===== src/rtl/text_to_integer_radix_macros.svh =====
// Assertion macros used by the text_to_integer_radix top level.
// Stand-alone header; include it with the bare file name.
`ifndef TEXT_TO_INTEGER_RADIX_MACROS_SVH
`define TEXT_TO_INTEGER_RADIX_MACROS_SVH

// same-cycle implication, disabled while reset is high
`define TTIR_ASSERT_IMPL(label, clk, rst, ante, cons, msg) \
   label: assert property (@(posedge clk) disable iff (rst) (ante) |-> (cons)) \
      else $error(msg);

// next-cycle implication, disabled while reset is high
`define TTIR_ASSERT_NEXT(label, clk, rst, ante, cons, msg) \
   label: assert property (@(posedge clk) disable iff (rst) (ante) |=> (cons)) \
      else $error(msg);

`endif


===== src/rtl/ttir_pkg.sv =====
// Types, constants and character classification for text_to_integer_radix.
// No dependencies; used by every module of the block.
package ttir_pkg;

   localparam int CH_W     = 8;
   localparam int VALUE_W  = 64;
   localparam int OFFSET_W = 16;
   localparam int RADIX_W  = 6;

   localparam logic [RADIX_W-1:0] NO_DIGIT = 6'd63;
   localparam logic [RADIX_W-1:0] BASE_DEC = 6'd10;
   localparam logic [RADIX_W-1:0] BASE_HEX = 6'd16;
   localparam logic [RADIX_W-1:0] BASE_OCT = 6'd8;
   localparam logic [RADIX_W-1:0] BASE_MAX = 6'd36;
   localparam logic [RADIX_W-1:0] RADIX_AUTO_MAX = 6'd1;

   localparam logic [CH_W-1:0] CH_NUL   = 8'h00;
   localparam logic [CH_W-1:0] CH_SPACE = 8'h20;
   localparam logic [CH_W-1:0] CH_MINUS = 8'h2D;
   localparam logic [CH_W-1:0] CH_PLUS  = 8'h2B;
   localparam logic [CH_W-1:0] CH_ZERO  = 8'h30;
   localparam logic [CH_W-1:0] CH_NINE  = 8'h39;
   localparam logic [CH_W-1:0] CH_UP_A  = 8'h41;
   localparam logic [CH_W-1:0] CH_UP_Z  = 8'h5A;
   localparam logic [CH_W-1:0] CH_LO_A  = 8'h61;
   localparam logic [CH_W-1:0] CH_LO_Z  = 8'h7A;
   localparam logic [CH_W-1:0] CH_X     = 8'h78;
   localparam logic [CH_W-1:0] CH_TAB   = 8'h09;
   localparam logic [CH_W-1:0] CH_CR    = 8'h0D;

   // offset saturation point
   localparam logic [OFFSET_W-1:0] OFFSET_CAP = 16'hFFFF;

   // one classified character
   typedef struct packed {
      logic                first;
      logic                is_nul;
      logic                is_space;
      logic                is_minus;
      logic                is_plus;
      logic                is_zero;
      logic                is_x;
      logic [RADIX_W-1:0]  digit;   // NO_DIGIT when not alphanumeric
   } ttir_item_type;

   typedef enum logic [6:0] {
      PH_IDLE     = 7'b0000001,
      PH_SPACE    = 7'b0000010,
      PH_SIGNED   = 7'b0000100,
      PH_ZERO     = 7'b0001000,
      PH_PREFIXED = 7'b0010000,
      PH_DIGITS   = 7'b0100000,
      PH_DONE     = 7'b1000000
   } ttir_phase_type;

   function automatic logic [RADIX_W-1:0] digit_of(input logic [CH_W-1:0] c);
      logic [CH_W-1:0] d;
      d = '0;
      if (c inside {[CH_ZERO:CH_NINE]}) begin
         d = c - CH_ZERO;
      end else if (c inside {[CH_UP_A:CH_UP_Z]}) begin
         d = c - CH_UP_A + 8'd10;
      end else if (c inside {[CH_LO_A:CH_LO_Z]}) begin
         d = c - CH_LO_A + 8'd10;
      end else begin
         d = {2'b00, NO_DIGIT};
      end
      return d[RADIX_W-1:0];
   endfunction

   function automatic ttir_item_type classify(input logic [CH_W-1:0] c, input logic f);
      ttir_item_type it;
      it.first    = f;
      it.is_nul   = (c == CH_NUL);
      it.is_space = (c == CH_SPACE) || (c inside {[CH_TAB:CH_CR]});
      it.is_minus = (c == CH_MINUS);
      it.is_plus  = (c == CH_PLUS);
      it.is_zero  = (c == CH_ZERO);
      it.is_x     = (c == CH_X);
      it.digit    = digit_of(c);
      return it;
   endfunction

endpackage


===== src/rtl/ttir_front.sv =====
// Front stage: takes input items and registers their classified form.
// Depends on ttir_pkg.
module ttir_front (
   input  logic                          clock,
   input  logic                          reset,
   input  logic                          in_valid,
   output logic                          in_ready,
   input  logic [ttir_pkg::CH_W-1:0]     in_ch,
   input  logic                          in_first,
   output logic                          item_valid,
   input  logic                          item_ready,
   output ttir_pkg::ttir_item_type       item
);
   import ttir_pkg::*;

   logic          valid_ff, valid_in;
   ttir_item_type item_ff;

   assign in_ready   = !valid_ff || item_ready;
   assign valid_in   = (in_valid && in_ready) || (valid_ff && !item_ready);
   assign item_valid = valid_ff;
   assign item       = item_ff;

   always_ff @(posedge clock) begin
      if (reset) begin
         valid_ff <= 1'b0;
      end else begin
         valid_ff <= valid_in;
      end
   end

   always_ff @(posedge clock) begin
      if (in_valid && in_ready) begin
         item_ff <= classify(in_ch, in_first);
      end
   end

endmodule


===== src/rtl/ttir_queue.sv =====
// Short FIFO of classified items between front and back.
// Depends on ttir_pkg.
module ttir_queue #(
   parameter int DEPTH = 4
) (
   input  logic                                clock,
   input  logic                                reset,
   input  logic                                push_valid,
   output logic                                push_ready,
   input  ttir_pkg::ttir_item_type             push_item,
   output logic                                pop_valid,
   input  logic                                pop_ready,
   output ttir_pkg::ttir_item_type             pop_item,
   output logic [$clog2(DEPTH+1)-1:0]          level
);
   import ttir_pkg::*;

   localparam int PTR_W = (DEPTH > 1) ? $clog2(DEPTH) : 1;
   localparam int LVL_W = $clog2(DEPTH+1);
   localparam logic [PTR_W-1:0] LAST = PTR_W'(DEPTH - 1);

   ttir_item_type    mem_ff [DEPTH];
   logic [PTR_W-1:0] wr_ptr_ff, wr_ptr_in, rd_ptr_ff, rd_ptr_in;
   logic [LVL_W-1:0] level_ff, level_in;
   logic             push, pop;

   assign push_ready = (level_ff != LVL_W'(DEPTH));
   assign pop_valid  = (level_ff != '0);
   assign push       = push_valid && push_ready;
   assign pop        = pop_valid && pop_ready;
   assign pop_item   = mem_ff[rd_ptr_ff];
   assign level      = level_ff;

   always_comb begin
      wr_ptr_in = push ? ((wr_ptr_ff == LAST) ? '0 : wr_ptr_ff + 1'b1) : wr_ptr_ff;
      rd_ptr_in = pop  ? ((rd_ptr_ff == LAST) ? '0 : rd_ptr_ff + 1'b1) : rd_ptr_ff;
      level_in  = level_ff;
      if (push && !pop) begin
         level_in = level_ff + 1'b1;
      end else if (pop && !push) begin
         level_in = level_ff - 1'b1;
      end
   end

   always_ff @(posedge clock) begin
      if (reset) begin
         wr_ptr_ff <= '0;
         rd_ptr_ff <= '0;
         level_ff  <= '0;
      end else begin
         wr_ptr_ff <= wr_ptr_in;
         rd_ptr_ff <= rd_ptr_in;
         level_ff  <= level_in;
      end
   end

   always_ff @(posedge clock) begin
      if (push) begin
         mem_ff[wr_ptr_ff] <= push_item;
      end
   end

endmodule


===== src/rtl/ttir_back.sv =====
// Back stage: parser state machine, digit accumulator and result register.
// Depends on ttir_pkg.
module ttir_back (
   input  logic                            clock,
   input  logic                            reset,
   input  logic [ttir_pkg::RADIX_W-1:0]    radix,
   input  logic                            item_valid,
   output logic                            item_ready,
   input  ttir_pkg::ttir_item_type         item,
   output logic                            rsp_valid,
   input  logic                            rsp_ready,
   output logic [ttir_pkg::VALUE_W-1:0]    rsp_value,
   output logic [ttir_pkg::OFFSET_W-1:0]   rsp_offset,
   output logic                            rsp_end_valid
);
   import ttir_pkg::*;

   ttir_phase_type      phase_ff, phase_in, phase_cur;
   logic                neg_ff, neg_in, neg_cur;
   logic [RADIX_W-1:0]  base_ff, base_in, base_cur, radix_base;
   logic [VALUE_W-1:0]  acc_ff, acc_in, acc_cur;
   logic [OFFSET_W-1:0] idx_ff, idx_in, idx_cur;
   logic [VALUE_W+RADIX_W-1:0] prod;
   logic                pop, active, after_sign, step_prefix, step_digit;
   logic                take, emit_nul, emit_val;

   logic                rsp_valid_ff, rsp_valid_in, end_valid_ff;
   logic [VALUE_W-1:0]  value_ff;
   logic [OFFSET_W-1:0] offset_ff;

   assign item_ready = !rsp_valid_ff || rsp_ready;
   assign pop        = item_valid && item_ready;

   // a start marker restarts the parser on this very character
   assign phase_cur = item.first ? PH_SPACE : phase_ff;
   assign neg_cur   = item.first ? 1'b0 : neg_ff;
   assign base_cur  = item.first ? BASE_DEC : base_ff;
   assign acc_cur   = item.first ? '0 : acc_ff;
   assign idx_cur   = item.first ? '0 : idx_ff;
   assign active    = (phase_cur != PH_IDLE) && (phase_cur != PH_DONE);

   always_comb begin
      if (radix <= RADIX_AUTO_MAX) begin
         radix_base = BASE_DEC;
      end else if (radix > BASE_MAX) begin
         radix_base = BASE_MAX;
      end else begin
         radix_base = radix;
      end
   end

   always_comb begin
      phase_in    = phase_cur;
      neg_in      = neg_cur;
      base_in     = base_cur;
      after_sign  = 1'b0;
      step_prefix = 1'b0;
      step_digit  = 1'b0;
      take        = 1'b0;
      emit_nul    = 1'b0;
      emit_val    = 1'b0;
      case (phase_cur)
         PH_SPACE: begin
            if (item.is_space) begin
               phase_in = PH_SPACE;
            end else if (item.is_minus) begin
               neg_in   = 1'b1;
               phase_in = PH_SIGNED;
            end else if (item.is_plus) begin
               phase_in = PH_SIGNED;
            end else begin
               after_sign = 1'b1;
            end
         end
         PH_SIGNED: begin
            after_sign = 1'b1;
         end
         PH_ZERO: begin
            if (item.is_x) begin
               base_in  = BASE_HEX;
               phase_in = PH_PREFIXED;
            end else begin
               base_in     = BASE_OCT;
               step_prefix = 1'b1;
            end
         end
         PH_PREFIXED: begin
            step_prefix = 1'b1;
         end
         PH_DIGITS: begin
            step_digit = 1'b1;
         end
         default: begin
            phase_in = phase_cur;
         end
      endcase
      // leading zero defers the base choice to the next character
      if (after_sign) begin
         if (item.is_zero) begin
            phase_in = PH_ZERO;
         end else begin
            base_in     = radix_base;
            step_prefix = 1'b1;
         end
      end
      if (step_prefix) begin
         if (item.is_nul) begin
            emit_nul = 1'b1;
         end else begin
            step_digit = 1'b1;
         end
      end
      if (step_digit) begin
         if (item.digit < base_in) begin
            take     = 1'b1;
            phase_in = PH_DIGITS;
         end else begin
            emit_val = 1'b1;
         end
      end
      if (emit_nul || emit_val) begin
         phase_in = PH_DONE;
      end
   end

   // one multiply by a base of at most 36, then add the digit; wraps mod 2^64
   assign prod   = acc_cur * base_in;
   assign acc_in = take ? (prod[VALUE_W-1:0] + VALUE_W'(item.digit)) : acc_cur;

   always_comb begin
      idx_in = idx_cur;
      if (active && (idx_cur < OFFSET_CAP)) begin
         idx_in = idx_cur + 1'b1;
      end
   end

   assign rsp_valid_in = (pop && (emit_nul || emit_val)) || (rsp_valid_ff && !rsp_ready);

   always_ff @(posedge clock) begin
      if (reset) begin
         phase_ff     <= PH_IDLE;
         neg_ff       <= 1'b0;
         base_ff      <= BASE_DEC;
         acc_ff       <= '0;
         idx_ff       <= '0;
         rsp_valid_ff <= 1'b0;
      end else begin
         rsp_valid_ff <= rsp_valid_in;
         if (pop) begin
            phase_ff <= phase_in;
            neg_ff   <= neg_in;
            base_ff  <= base_in;
            acc_ff   <= acc_in;
            idx_ff   <= idx_in;
         end
      end
   end

   always_ff @(posedge clock) begin
      if (pop && emit_nul) begin
         value_ff     <= '0;
         offset_ff    <= '0;
         end_valid_ff <= 1'b0;
      end else if (pop && emit_val) begin
         value_ff     <= neg_cur ? (VALUE_W'(0) - acc_cur) : acc_cur;
         offset_ff    <= idx_cur;
         end_valid_ff <= 1'b1;
      end
   end

   assign rsp_valid     = rsp_valid_ff;
   assign rsp_value     = value_ff;
   assign rsp_offset    = offset_ff;
   assign rsp_end_valid = end_valid_ff;

endmodule


===== src/rtl/text_to_integer_radix.sv =====
// Top level of the streaming text-to-integer parser.
// Depends on ttir_pkg, ttir_front, ttir_queue, ttir_back and the macros header.
//
// Usage:
//  - req channel: one character per item, req_tdata = ch, req_tuser = first.
//    first = 1 starts a new string at that character; characters with
//    first = 0 outside a string are dropped without a result.
//  - rsp channel: one item per finished string: rsp_tdata[63:0] = value,
//    rsp_tdata[79:64] = end_offset, rsp_tuser = end_valid.
//  - csr channel: writes the radix register (0 or 1 = auto, 2..36 base,
//    above 36 acts as 36). csr_ready is always high; write only when idle.
//  - Throughput: one character per cycle, sustained while rsp_tready is high.
//  - Result path: the stopping character goes from the front register into a
//    queue entry and then into the result register; it waits in the queue while
//    the back stage stalls. The back stage's 64 x 6 multiply-add is the per-
//    character loop and sets the cycle budget.
//  - Reset clears the parser to idle, radix to auto and empties the queue.
//  - When a result waits with rsp_tready low the result register holds, the back
//    stage stops, the queue fills, and req_tready drops once front and queue are full.
`include "text_to_integer_radix_macros.svh"

module text_to_integer_radix #(
   parameter int QUEUE_DEPTH = 4
) (
   input  logic                                 clock,
   input  logic                                 reset,
   // input characters
   input  logic                                 req_tvalid,
   output logic                                 req_tready,
   input  logic [7:0]                           req_tdata,   // [7:0] ch
   input  logic                                 req_tuser,   // [0] first
   // results
   output logic                                 rsp_tvalid,
   input  logic                                 rsp_tready,
   output logic [79:0]                          rsp_tdata,   // [63:0] value, [79:64] end_offset
   output logic                                 rsp_tuser,   // [0] end_valid
   // radix register write
   input  logic                                 csr_valid,
   output logic                                 csr_ready,
   input  logic [ttir_pkg::RADIX_W-1:0]         csr_data
);
   import ttir_pkg::*;

   localparam int LVL_W = $clog2(QUEUE_DEPTH+1);

   logic [RADIX_W-1:0]  radix_ff;
   logic                front_valid, front_ready, head_valid, head_ready;
   ttir_item_type       front_item, head_item;
   logic [LVL_W-1:0]    q_level;
   logic [VALUE_W-1:0]  rsp_value;
   logic [OFFSET_W-1:0] rsp_offset;

   // radix register
   assign csr_ready = 1'b1;
   always_ff @(posedge clock) begin
      if (reset) begin
         radix_ff <= '0;
      end else if (csr_valid && csr_ready) begin
         radix_ff <= csr_data;
      end
   end

   ttir_front u_front (
      .clock      (clock),
      .reset      (reset),
      .in_valid   (req_tvalid),
      .in_ready   (req_tready),
      .in_ch      (req_tdata),
      .in_first   (req_tuser),
      .item_valid (front_valid),
      .item_ready (front_ready),
      .item       (front_item)
   );

   ttir_queue #(
      .DEPTH (QUEUE_DEPTH)
   ) u_queue (
      .clock      (clock),
      .reset      (reset),
      .push_valid (front_valid),
      .push_ready (front_ready),
      .push_item  (front_item),
      .pop_valid  (head_valid),
      .pop_ready  (head_ready),
      .pop_item   (head_item),
      .level      (q_level)
   );

   ttir_back u_back (
      .clock         (clock),
      .reset         (reset),
      .radix         (radix_ff),
      .item_valid    (head_valid),
      .item_ready    (head_ready),
      .item          (head_item),
      .rsp_valid     (rsp_tvalid),
      .rsp_ready     (rsp_tready),
      .rsp_value     (rsp_value),
      .rsp_offset    (rsp_offset),
      .rsp_end_valid (rsp_tuser)
   );

   assign rsp_tdata = {rsp_offset, rsp_value};

   // early NUL return carries a zero value and a zero offset
   `TTIR_ASSERT_IMPL(a_nul_result_zero, clock, reset, rsp_tvalid && !rsp_tuser, rsp_tdata == '0, "early NUL result not zero")
   // an accepted character always lands in the front register
   `TTIR_ASSERT_NEXT(a_front_loaded, clock, reset, req_tvalid && req_tready, front_valid, "accepted item lost at front")
   // queue occupancy stays within its depth
   `TTIR_ASSERT_IMPL(a_queue_bound, clock, reset, 1'b1, q_level <= LVL_W'(QUEUE_DEPTH), "queue level above depth")

endmodule

===== config.mk =====
export PLATFORM = sky130hd
export DESIGN_NAME = text_to_integer_radix
export DESIGN_NICKNAME = d
export VERILOG_FILES = /design/src/rtl/ttir_pkg.sv /design/src/rtl/ttir_front.sv /design/src/rtl/ttir_queue.sv /design/src/rtl/ttir_back.sv /design/src/rtl/text_to_integer_radix.sv
export VERILOG_INCLUDE_DIRS = /design/src /design/src/rtl
export SDC_FILE = /design/constraint.sdc
export NUM_CORES = 2
export LEC_CHECK = 0
export ABC_AREA = 1
export ABC_CLOCK_PERIOD_IN_PS = 8200
export BUFFER_PORTS_ARGS = -buffer_cell sky130_fd_sc_hd__clkbuf_2
export CORE_MARGIN = 2
export CORE_UTILIZATION = 61
export CTS_BUF_LIST = sky130_fd_sc_hd__clkbuf_16
export DETAILED_ROUTE_END_ITERATION = 10
export PLACE_DENSITY = 0.79
export SYNTH_ARGS = -nofsm -noshare
export SYNTH_HDL_FRONTEND = slang
export SYNTH_SLANG_ARGS = --single-unit

===== constraint.sdc =====
create_clock -name clock -period 8.2 [get_ports clock]
set_input_delay 0 -clock clock [delete_from_list [all_inputs] [get_ports clock]]
set_output_delay 0 -clock clock [all_outputs]
set_load 0.01 [all_outputs]

# == After elaboration in Yosys (flattened, before gate mapping) ==
# Memory sizes are Yosys's and may differ from the RTL's. A register that Yosys moved wholly into a read port is not among the register bits.
# Cells that the tools add are included.
# totals
ff_bits,203
ram_bits,52
input_bits,20
elab_cells,149
memories,1
# classes
addsub,12
mul,1
n_lt_le_gt_ge,12
n_eq_ne,15
muxes,55
reduce_logical,31
# mem_list
name,depth,word_bits,read_ports,rd_clocked_by_memory_dff,wr,line,rtl
u_queue.mem_ff,4,13,1,1,1,ttir_queue.sv:22,ttir_item_type mem_ff [DEPTH];
# ops
cell,count
64-bit two-way mux,3
7-bit two-way mux,10
64-bit by 6-bit adder with 64-bit output,1
64-bit by 6-bit multiplier with 64-bit output,1
"1-bit by 64-bit subtractor with 64-bit output, first input constant",1
6-bit two-way mux,9
"8-bit by 6-bit equality test with 1-bit output, second input constant",4
16-bit two-way mux,2
1-bit two-way mux,21
"16-bit by 1-bit adder with 16-bit output, second input constant",1
"8-bit by 7-bit greater-or-equal comparator with 1-bit output, second input constant",2
"8-bit by 7-bit less-or-equal comparator with 1-bit output, second input constant",2
1-bit logical AND,16
"16-bit < comparator, second input constant",1
7-bit case mux with 2 select lines,1
"6-bit by 4-bit adder with 6-bit output, second input constant",2
"6-bit subtractor, second input constant",2
"8-bit by 7-bit equality test with 1-bit output, second input constant",1
"8-bit by 4-bit greater-or-equal comparator with 1-bit output, second input constant",1
"8-bit by 6-bit greater-or-equal comparator with 1-bit output, second input constant",1
"8-bit by 4-bit less-or-equal comparator with 1-bit output, second input constant",1
"8-bit by 6-bit less-or-equal comparator with 1-bit output, second input constant",1
8-bit zero test,1
2-bit two-way mux,4
other kinds (23),37

# == Depth between registers and ports, before layout ==
# logic_depth
word_depth,11
mapped_depth,42
depth_no_buf,40

# == Hierarchy ==
# From an unflattened synthesis, not the netlist that was laid out.
# hier_totals
hier_cells,3361
hier_area_um2,25155.4
# by_module_without_submodules
module,n_inst,cells_each,area_each_um2,seq_area_each_um2
ttir_back,1,3006,21433.1,3523.4
ttir_queue,1,195,2523.7,1741.7
ttir_front,1,120,939.7,410.4
text_to_integer_radix,1,40,259.0,120.1

# == Least setup slack after synthesis ==
# No wires, ideal clock.
# synth_path
kind,reg2reg
start,register (tool-made name)
end,register u_back.acc_ff[50]
setup_ns,0.132
arrival_ns,6.283
required_time_ns,8.068
path_slack_ns,1.785
path_stages_with_launch,36
n_path_buf,3
cell_sequence,dfxtp_1 -> buf_6 -> inv_4 -> nand2_1 -> nand3_2 -> nand2_4 -> nand3_1 -> nor2_1 -> nand2_1 -> clkbuf_1 -> o21ai_0 -> nand3_1 -> nand2_1 -> clkbuf_1 -> inv_1 -> nand2_1 -> fa_1 -> fa_1 -> inv_1 -> fa_1 -> inv_1 -> fa_1 -> inv_1 -> ha_1 -> a21oi_1 -> a21boi_0 -> o21ai_0 -> a21oi_1 -> o21ai_0 -> a21oi_1 -> o21ai_0 -> nand2_1 -> nand2_1 -> xor2_1 -> o21ai_1 -> a21oi_1
# synth_rtl
element,line,rtl
end signal: assignment,ttir_back.sv:153,acc_ff <= acc_in;
end: declaration,ttir_back.sv:21,"logic [VALUE_W-1:0] acc_ff, acc_in, acc_cur;"

==> results by stage <==
Run status:
- The run finished with clean final reports.

Logic synthesis:
- The largest family of logic cells by synthesized area is adder cells.
- The mean cell area of the mapped netlist is 7.49 sq um.
- After synthesis, the cell types taking the most area are sky130_fd_sc_hd__fa_1 (19%), sky130_fd_sc_hd__dfxtp_1 (16%), sky130_fd_sc_hd__nor2_1 (9.3%).
- The multiplexer share of the synthesized area is 0.0909%.
- After synthesis the cells add up to 24800 sq um.
- Synthesis inferred 257 register bits.
- Sorting the synthesized cells by how often they occur yields sky130_fd_sc_hd__nor2_1 (614), sky130_fd_sc_hd__nand2_1 (533), sky130_fd_sc_hd__inv_1 (338).
- The xor-xnor portion of the synthesized cell area is 2.62%.
- The number of warnings issued by yosys is 0.
- The most numerous cell in the Yosys netlist is sky130_fd_sc_hd__nor2_1.
- Summing the sequential cell areas from Yosys gives 23.4% of the chip area.
- The complex-gate fraction of the synthesized area is 15.9%.
- The distinct cell type count after synthesis is 67.
- Of the total synthesized cell area, the portion taken by full adders, half adders and majority gates is 27.1%.
- Summing the areas of all and, or, nand and nor instances in the mapped netlist gives 22.8% of the synthesized area.
- The top cell type by area accounts for 19.5% of the synthesized area.
- For this run, asynchronously set or reset flops after synthesis account for 0%.
- The net count after synthesis is roughly 3700.
- The largest area contributor in the netlist is sky130_fd_sc_hd__fa_1.
- For this run, the leading register cell type out of synthesis is sky130_fd_sc_hd__dfxtp_1.
- Synthesis produced 3307 cells.
- The number of enable-type register cells in the synthesized netlist is 65.

Setup path:
- In this run the worst path has a maximum fanout of 56.
- The worst stage delay on the critical path is 0.60 ns.
- STA puts the critical path data required time at just under 9 ns.
- The most numerous cell type found on the critical path is sky130_fd_sc_hd__nand2_1.
- The category of cells accounting for the largest share of critical-path delay is adder cells.
- The worst setup path is of the reg2reg kind.
- The kind of start point of the critical path is a register.
- The element type at the critical path end is a register.
- The slowest stage cell on the critical path is sky130_fd_sc_hd__buf_4.
- For the worst setup path, the data arrival time is about 8 ns.
- The sum of buffers and inverters on the critical path is 2.

Job:
- The count of maximum capacitance violations is 0.

Final layout:
- The number of nets at the end of the flow is 3783.
- The repair_antennas step left the layout with diodes totalling 0.
- Once layout is complete, the utilization of the core stands at between 60% and 70%.
- The finished layout holds 3920 standard cells, fillers aside.
- From synthesis to final layout, the design area changed by 8.65%.
- The ratio of cells with drive above 1 in the final layout is 7.19%.

STA:
- The count of final hold-check violations was 0.
- The worst-case headroom to the max-slew limit is 14.1%.
- The worst-case clock skew is ~0.026 ns.
- The sum of negative setup slack is 0 ns.
- The shortest clock period the worst path allows after layout is around 7.8 ns.
- Setup repair after global routing left no endpoint under its margin.
- Setup violations remaining at the end of the flow were counted as 0.
- Based on the critical path, the design can be clocked at up to 129 MHz.
- The final-report max-slew violation count is 0.
- The worst-margin pin slew is 1.28 ns.
- The worst path uses 94.8% of the clock period.

Power and ir drop:
- For this design the static power due to leakage is 13.2 nW.
- The worst-case vdd ir drop is 0.000324 V.
- The total power per unit cell area is 205 nW/um^2.

Floorplan:
- The number of placed I/O pins is 104.
- From bottom edge to top edge, the die measures a little over 200 um.
- The total area inside the core boundary comes to 39900 sq um.
- Row generation in the floorplan step produced 73 rows.
- The initial standard-cell utilization of the core is 62.1%.
- The total die area is about 42000 sq um.
- From left edge to right edge, the die measures 206 um.

Drt:
- The average detailed-routed wire length per instance is 20.3 um.
- The total wirelength of the detailed-routed design is 79.4 mm.
- The post-detailed-route count of antenna-violating nets is 0.
- In the routed design, unresolved DRC markers number 0.
- The number of vias per cell after detailed routing is 6.08.
- The detailed router finished its first iteration with 2529 violations.
- The vias after detailed routing is 23800.
- The length of the first detailed-routing pass in iterations is 6.

GRT:
- The global-route wire length before repair is about 130 mm.
- Entering global routing, the biggest net connects 97 pins.
- The initial antenna violation count is 0.
- Global routing consumed, over all layers together, 38.2% of the routing resources.
- Summed over all layers, the global routing overflow is 0.
- The number of global-route vias before repair is 23300.

Worst hold path:
- The min-delay analysis places its worst path in the category in2reg.

Clock tree:
- The clock root buffer is sky130_fd_sc_hd__clkbuf_16.
- Counting along the longest clock path gives a buffer depth of 3.
- The number of buffers inserted to repair setup after CTS is 0.
- After clock tree synthesis, the clock-pin slew on the worst setup and hold paths is 0.07 ns.
- The deepest level of the CTS H-tree is 1.
- The CTS buffer count is 30.
- CTS saw 257 sinks.
- The clock insertion delay at the later pin of the skew report is 0.59 ns.
- TritonCTS built the clock tree.

Placement:
- The count of placed standard cells including taps is 3829.
- The count of port buffers added during placement is 102.
- The wire-length estimate of the detail-placed layout is 60.2 mm.
- The final estimated routing congestion in global placement is 1.02.
[cells by family after synthesis]
logic type | after synthesis
compound gates | 714
xor+xnor | 74
fa+ha+maj | 392
buf+inv | 496
flops | 257
mux | 2
other cells | 1
simple gates | 1371
[worst reg2reg max path, cell delays in order, from the launching register on]
cell,delay [ns]
sky130_fd_sc_hd__dfxtp_1,0.58
sky130_fd_sc_hd__inv_4,0.17
sky130_fd_sc_hd__nand3_2,0.13
sky130_fd_sc_hd__nand2_4,0.20
sky130_fd_sc_hd__o31ai_2,0.27
sky130_fd_sc_hd__nand2_1,0.39
sky130_fd_sc_hd__nand3_1,0.17
sky130_fd_sc_hd__nand2_1,0.11
sky130_fd_sc_hd__nand2_2,0.08
sky130_fd_sc_hd__buf_4,0.60
sky130_fd_sc_hd__nor2_1,0.20
sky130_fd_sc_hd__fa_1,0.55
sky130_fd_sc_hd__fa_1,0.54
sky130_fd_sc_hd__fa_1,0.50
sky130_fd_sc_hd__ha_1,0.31
sky130_fd_sc_hd__ha_1,0.37
sky130_fd_sc_hd__nand2_1,0.11
sky130_fd_sc_hd__nor2_1,0.26
sky130_fd_sc_hd__nand4_1,0.26
sky130_fd_sc_hd__o211ai_1,0.42
sky130_fd_sc_hd__a21oi_1,0.23
sky130_fd_sc_hd__o21ai_0,0.52
sky130_fd_sc_hd__and2_1,0.22
sky130_fd_sc_hd__nor2_1,0.05
sky130_fd_sc_hd__a21oi_1,0.11
sky130_fd_sc_hd__o21ai_0,0.13
sky130_fd_sc_hd__nand2_1,0.08
sky130_fd_sc_hd__a21oi_1,0.06
[layer usage]
layer / vias to the layer above / part of all wire [%] / global-route usage, %
met4: 0 / 4.4 / 15.7
li1: 11000 / - / -
met2: 1279 / 44 / 59.3
met5: - / 0 / 0
met3: 202 / 12 / 11.4
met1: 11400 / 40 / 49.9
[cell type report]
| class | instances | area (sq um) |
|---|---|---|
| tap | 525 | 657 |
| timing repair buffer | 166 | 1080 |
| clock inverter | 25 | 224 |
| sequential | 257 | 5800 |
| clock buffer | 31 | 776 |
| fill | 3445 | 13000 |
| inverter | 362 | 1370 |
| multi-input combinational | 2554 | 17000 |
[where the power goes]
group	total, mW	internal [mW]	switching, mW
registers	1.70	1.55	0.143
clock network	1.38	0.785	0.591
logic	2.45	0.651	1.80
total	5.52	2.99	2.53
[through the flow]
step                      power [mW]  cell area [sq um]  setup WS, ns  hold slack, ns
after floorplan                 3.28              24800          1.78          0.0989
after global placement          4.01              25600         0.750           0.197
after detailed placement        4.07              25600         0.605           0.198
after CTS                       5.46              26900         0.580          0.0553
after global routing            5.80              26900         0.135          0.0954
final                           5.52              26900         0.429          0.0838
[layout by cell type (no fill, tap or decap), drive strengths merged, types with 5 or more instances in the layout]
master         n
nor2         622
nand2        545
inv          357
a21oi        335
o21ai        252
fa           241
dfxtp        192
ha           151
clkbuf       132
nand3        108
edfxtp        65
xor2          61
dlygate4sd3   35
nand4         33
o211ai        31
buf           30
a31oi         28
clkinv        22
nor3          21
nor4          16
xnor2         13
o21a          12
o31ai         10
or2            9
o211a          8
nand3b         7
nor3b          6
o22ai          5
a21o           5
clkinvlp       5
[timing repair]
action                     4_1_cts  5_1_grt
setup endpoints to repair        0        1
hold endpoints to repair        20        0
gates resized for setup          0        1
hold buffers                    35        0
[state kept, by name (all words and copies together) (netlist names), 2 cells and up, named ones only]
register / cells
u_queue.wr_ptr_ff: 2
u_back.rsp_value: 64
u_back.base_ff: 6
u_back.idx_ff: 16
radix_ff: 6
u_queue.level: 3
u_queue.mem_ff: 52
u_back.acc_ff: 64
u_queue.rd_ptr_ff: 2
u_front.item: 13
u_back.phase_ff: 7
u_back.rsp_offset: 16
[worst paths after layout]
check	start	endpoint	slack [ns]	depth (start not counted)
worst max register to register	register	u_back.acc_ff[41]	0.43	27
worst max-delay path	register	u_back.acc_ff[41]	0.43	27
worst min register to register	u_back.rsp_end_valid	u_back.rsp_end_valid	0.46	1
worst min-delay path	reset	u_back.acc_ff[18]	0.08	3
Note: power is estimated with default switching activity, not from simulation.
